File: config.mk
export PLATFORM = sky130hd
export DESIGN_NAME = gdt_ctrl
export DESIGN_NICKNAME = d
export VERILOG_FILES = /design/src/rtl/gdt_pkg.sv /design/src/rtl/gdt_ctrl.sv
export SDC_FILE = /design/constraint.sdc
export NUM_CORES = 1
export LEC_CHECK = 0
export BUFFER_PORTS_ARGS = -buffer_cell sky130_fd_sc_hd__buf_4
export CAP_MARGIN = 20
export CORE_MARGIN = 2
export CORE_UTILIZATION = 50
export DETAILED_ROUTE_END_ITERATION = 16
export HOLD_SLACK_MARGIN = 0.15
export PLACE_DENSITY = 0.82
export SYNTH_ARGS = -nofsm -noshare
export SYNTH_HDL_FRONTEND = slang
export SYNTH_SLANG_ARGS = --single-unit
File: constraint.sdc
create_clock -name clock -period 3.2 [get_ports clock]
set_clock_uncertainty 0.1 [all_clocks]
set_input_delay 0.64 -clock clock [delete_from_list [all_inputs] [get_ports clock]]
set_output_delay 0.64 -clock clock [all_outputs]
set_load 0.01 [all_outputs]
File: src/rtl/gdt_pkg.sv
`default_nettype none
package gdt_pkg;

   localparam logic [1:0] CMD_INSERT  = 2'd0;
   localparam logic [1:0] CMD_FIND    = 2'd1;
   localparam logic [1:0] CMD_CLOSEST = 2'd2;

   localparam int GLYPH_W = 64;

   typedef logic [7:0] slot_type;
   typedef logic [6:0] dist_type;

   // distance seed above any real 64-bit distance
   localparam dist_type DIST_NONE = 7'd65;

   typedef struct packed {
      logic [1:0]         cmd;
      logic [GLYPH_W-1:0] glyph;
   } req_type;

   typedef struct packed {
      slot_type slot;
      logic     found;
      logic     added;
      logic     table_full;
      dist_type hamming;
   } rsp_type;

   typedef struct packed {
      logic load;
      logic rd_en;
      logic finish;
      logic tbl_empty;
      logic tbl_full;
   } ctl_type;

endpackage
`default_nettype wire

File: src/rtl/gdt_ctrl.sv
`default_nettype none
module gdt_ctrl #(
   parameter int TABLE_DEPTH = 256
) (
   input  wire logic                               clock,
   input  wire logic                               reset,
   input  wire logic                               start,
   input  wire logic                               append,
   output logic                                    busy,
   output gdt_pkg::ctl_type                        ctl,
   output logic [$clog2(TABLE_DEPTH)-1:0]          rd_addr,
   output logic [$clog2(TABLE_DEPTH+1)-1:0]        count
);
   import gdt_pkg::*;

   localparam int AW = $clog2(TABLE_DEPTH);
   localparam int CW = $clog2(TABLE_DEPTH + 1);

   typedef enum logic [2:0] {
      S_IDLE,
      S_SCAN,
      S_DRAIN0,
      S_DRAIN1,
      S_FINISH
   } state_type;

   state_type     state_ff, state_in;
   logic [AW-1:0] addr_ff, addr_in;
   logic [CW-1:0] count_ff, count_in;
   logic          busy_ff, busy_in;
   logic          accept;
   logic          last;

   assign accept = start && !busy_ff;
   assign last   = (CW'(addr_ff) + CW'(1)) == count_ff;

   always_comb begin
      state_in = state_ff;
      addr_in  = addr_ff;
      count_in = count_ff;
      busy_in  = busy_ff;
      case (state_ff)
         S_IDLE: begin
            if (accept) begin
               busy_in  = 1'b1;
               addr_in  = '0;
               state_in = (count_ff == '0) ? S_FINISH : S_SCAN;
            end
         end
         S_SCAN: begin
            if (last) begin
               state_in = S_DRAIN0;
            end else begin
               addr_in = addr_ff + AW'(1);
            end
         end
         // let the last read pass the compare stages
         S_DRAIN0: state_in = S_DRAIN1;
         S_DRAIN1: state_in = S_FINISH;
         S_FINISH: begin
            busy_in  = 1'b0;
            state_in = S_IDLE;
            if (append) begin
               count_in = count_ff + CW'(1);
            end
         end
         default: begin
            state_in = S_IDLE;
            busy_in  = 1'b0;
         end
      endcase
   end

   always_ff @(posedge clock) begin
      if (reset) begin
         state_ff <= S_IDLE;
         addr_ff  <= '0;
         count_ff <= '0;
         busy_ff  <= 1'b0;
      end else begin
         state_ff <= state_in;
         addr_ff  <= addr_in;
         count_ff <= count_in;
         busy_ff  <= busy_in;
      end
   end

   always_comb begin
      ctl.load      = accept;
      ctl.rd_en     = (state_ff == S_SCAN);
      ctl.finish    = (state_ff == S_FINISH);
      ctl.tbl_empty = (count_ff == '0);
      ctl.tbl_full  = (count_ff == CW'(TABLE_DEPTH));
   end

   assign busy    = busy_ff;
   assign rd_addr = addr_ff;
   assign count   = count_ff;

endmodule
`default_nettype wire

==> PnR_summary.wiki <==
{| class="wikitable"
! Metric !! Value
|-
| Syn_nets || 179
|-
| Net switching share of the total power || 0.267
|-
| Post-route total power || 0.000464 W
|-
| Area of the die || 0.00324 mm2
|-
| Share of synthesized area spent on multiplexers || 0.00716
|-
| Pwr dens || 298 mW/mm2
|-
| Area of the core || 0.00271 mm2
|-
| Library cells used by synthesis || 46
|-
| Power share of the sequential group || 0.586
|-
| Setup repair after global routing missed its margin || false
|-
| Startpoint kind of the worst setup timing path || flip-flop
|-
| Total leakage power || 0.631 nW
|-
| Number of sinks on the clock net || 21
|-
| Cell chain of the critical path || ha_1 -> nand3_1 -> o21ba_2 -> o22a_1 -> o2111a_1 -> or3_1 -> a311oi_1
|-
| Type of element capturing the critical path || flip-flop
|-
| Power share of the clock group || 0.280
|-
| Area growth, synth to finish || 11.4%
|-
| Netlist area before placement || 0.00140 mm2
|-
| Violation count after the first detailed-route iteration || 29
|-
| Source-to-sink clock delay at the later pin of the worst-skew pair || 300 ps
|-
| FFs w/ async S/R, synth || 0
|-
| Max FO, Critical Path || 11
|-
| Worst endpoint data arrival time || 2770 ps
|-
| HPWL after detailed placement || 2.39 mm
|-
| Fraction of the mapped netlist area in compound gates || 0.216
|-
| Dominant combinational cell family by area after synthesis || simple AND/OR/NAND/NOR gates
|-
| Run status || complete, no violations
|-
| Leading cell type in the layout, fill and taps excluded || buf_4
|-
| H-tree depth || 1
|-
| Total count of hold-check failures in the final report || 0
|-
| Most frequent cells in the layout || buf_4 (26), dfxtp_1 (21), nor2_1 (15)
|-
| Drt via density || 5.99
|-
| Detailed-router iteration count before antenna repair || 4
|-
| Flip-flop and latch area || 420 um2
|-
| Maximum root-to-sink buffer count || 2
|-
| Synth Area in Adders || 0.0268
|-
| Count of buffers from port buffering || 26
|-
| Max-capacitance violation count || 0
|-
| Ys Warns || 0
|-
| Die Y || 56.9 um
|-
| Post-synth EDFFs || 0
|-
| Row Count || 19
|-
| Number of fillers in the final layout || 263
|-
| Initial cell density of the core || 0.516
|-
| Post-Syn Instances || 172
|-
| Proportion of power drawn by combinational gates || 0.134
|-
| Global-route usage over all layers || 0.212
|-
| Remaining DRCs || 0
|-
| Maximum number of pins on one net before global-route repair || 23
|-
| Nets || 195
|-
| Multi-input gate area in the final layout || 852 um2
|-
| CTS tree || built
|-
| Placed cell count || 214
|-
| Cells resized by post-CTS repair || 0
|-
| Number of synthesized register bits || 21
|-
| Root buffer cell || clkbuf_4
|-
| Main synth FF type || dfxtp_1
|-
| First-pass GRT wire length || 5.46 mm
|-
| Post-route setup TNS || 0 ps
|-
| Via Count || 1306
|-
| GR Overflow Total || 0
|-
| Data required, critical path || 3320 ps
|-
| Peak clock frequency supported by timing || 378 MHz
|-
| Hold buffer count at cts || 0
|-
| Mean instance size in the synthesized netlist || 8.13 um2
|-
| Final routed wirelength across all metal layers || 3.23 mm
|-
| Highest ir drop seen on vdd || 0.247 mV
|-
| Worst slew margin relative to its limit || 0.719
|-
| Xor/xnor cell area share of the yosys netlist || 0.0877
|-
| Post-DR wirelength/cell || 14.8 um
|-
| Post-CTS Setup Bufs || 0
|-
| Fraction of the mapped netlist area in simple logic gates || 0.272
|-
| Post-CTS clock slew at the launch and capture registers of the worst setup and hold paths || 120 ps
|-
| Transition time at the pin with the least slew margin || 421 ps
|-
| Final Hold Slack || 400 ps
|-
| Path type of the worst min-delay path || reg -> reg
|-
| Delay of the slowest cell on the worst path || 480 ps
|-
| Count of endpoints failing setup in the final report || 0
|-
| Sw Pwr || 0.000124 W
|-
| Internal Pwr Total || 0.000340 W
|-
| Remaining antenna violation count || 0
|-
| Share of post-route cells with drive strength above 1 || 0.182
|-
| Via count of the first global-routing pass || 1200
|-
| Antenna violations before repair || 0
|-
| Number of buffers created by CTS || 3
|-
| Num ports || 27
|-
| Number of standard cells in the layout, taps in and fillers out || 218
|-
| Crit Path Category || reg -> reg
|-
| Antenna cell count || 0
|-
| Critical-path top delay cell || dfxtp_1
|-
| Sequential area share after synthesis || 0.301
|-
| Chip width || 56.9 um
|-
| Final Max Slew Viols || 0
|-
| Routability Congestion || 0.898
|-
| Post-layout minimum cycle time || 2650 ps
|-
| Final worst-path cycle share || 0.828
|}
[stage by stage]
step                cell area, um2   util  setup WS, ps
floorplan                     1400      -           846
global placement              1530  0.566           741
detailed placement            1530  0.566           633
CTS                           1560  0.575           598
global route                  1560  0.575           376
finish                        1560  0.575           552
[registers in the layout, summed over array words and instances (netlist names)]
name      cells
busy          1
state_ff      3
rd_addr       8
count         9
[worst max-delay path: cells and delay by family (launching register included)]
family	cells	cell delay (ps)
AOI/OAI and AO/OA	4	1010
adders and majority gates	1	390
DFF	1	480
and+or+nand+nor	2	580
[power groups by stage]
stage               Clock (W)  Sequential [W]  Combinational, W
global placement            0        0.000277         0.0000602
global route         0.000145        0.000273         0.0000680
floorplan                   0        0.000278         0.0000437
CTS                  0.000132        0.000272         0.0000626
finish               0.000130        0.000272         0.0000622
detailed placement          0        0.000278         0.0000620
[layout make-up]
type / instances / share of cell area
Inverter: 7 / 0.0169
Sequential cell: 21 / 0.270
Tap cell: 31 / 0.0249
Multi-Input combinational cell: 129 / 0.547
Timing Repair Buffer: 26 / 0.125
Clock buffer: 4 / 0.0169
[kinds of logic after synthesis]
family,after synthesis
compound gates,41
simple gates,70
mux,1
xor+xnor,14
fa+ha+maj,3
buf+inv,22
flops,21
[synth_stat cells (all sizes together) (5+ instances only)]
library cell,instances,area (um2)
a21oi,8,40.0
a31oi,6,43.8
buf,9,77.6
clkbuf,6,22.5
dfxtp,21,420
inv,6,22.5
nand2,9,33.8
nand3,5,25.0
nand4,6,37.5
nor2,15,56.3
nor3,7,35.0
o211ai,6,45.0
or3,8,50.1
xor2,10,87.6
[per-layer routing]
layer  track usage  wire (um)  vias to the layer above
met2         0.358       1600                       39
met3        0.0392        191                        7
li1              -          -                      646
met1         0.266       1390                      614
met5             0          0                        -
met4        0.0797         54                        0
[path summary, 6_finish.rpt]
path / startpoint / endpoint / slack, ps / depth (start not counted)
hold reg to reg: busy$_SDFFE_PP0P_ / busy$_SDFFE_PP0P_ / 400 / 2
hold / removal: busy$_SDFFE_PP0P_ / busy$_SDFFE_PP0P_ / 400 / 2
setup / recovery: rd_addr[0]$_SDFFE_PP0P_ / rd_addr[2]$_SDFFE_PP0P_ / 550 / 7
setup reg to reg: rd_addr[0]$_SDFFE_PP0P_ / rd_addr[2]$_SDFFE_PP0P_ / 550 / 7
Note: power is estimated with default switching activity, not from simulation.
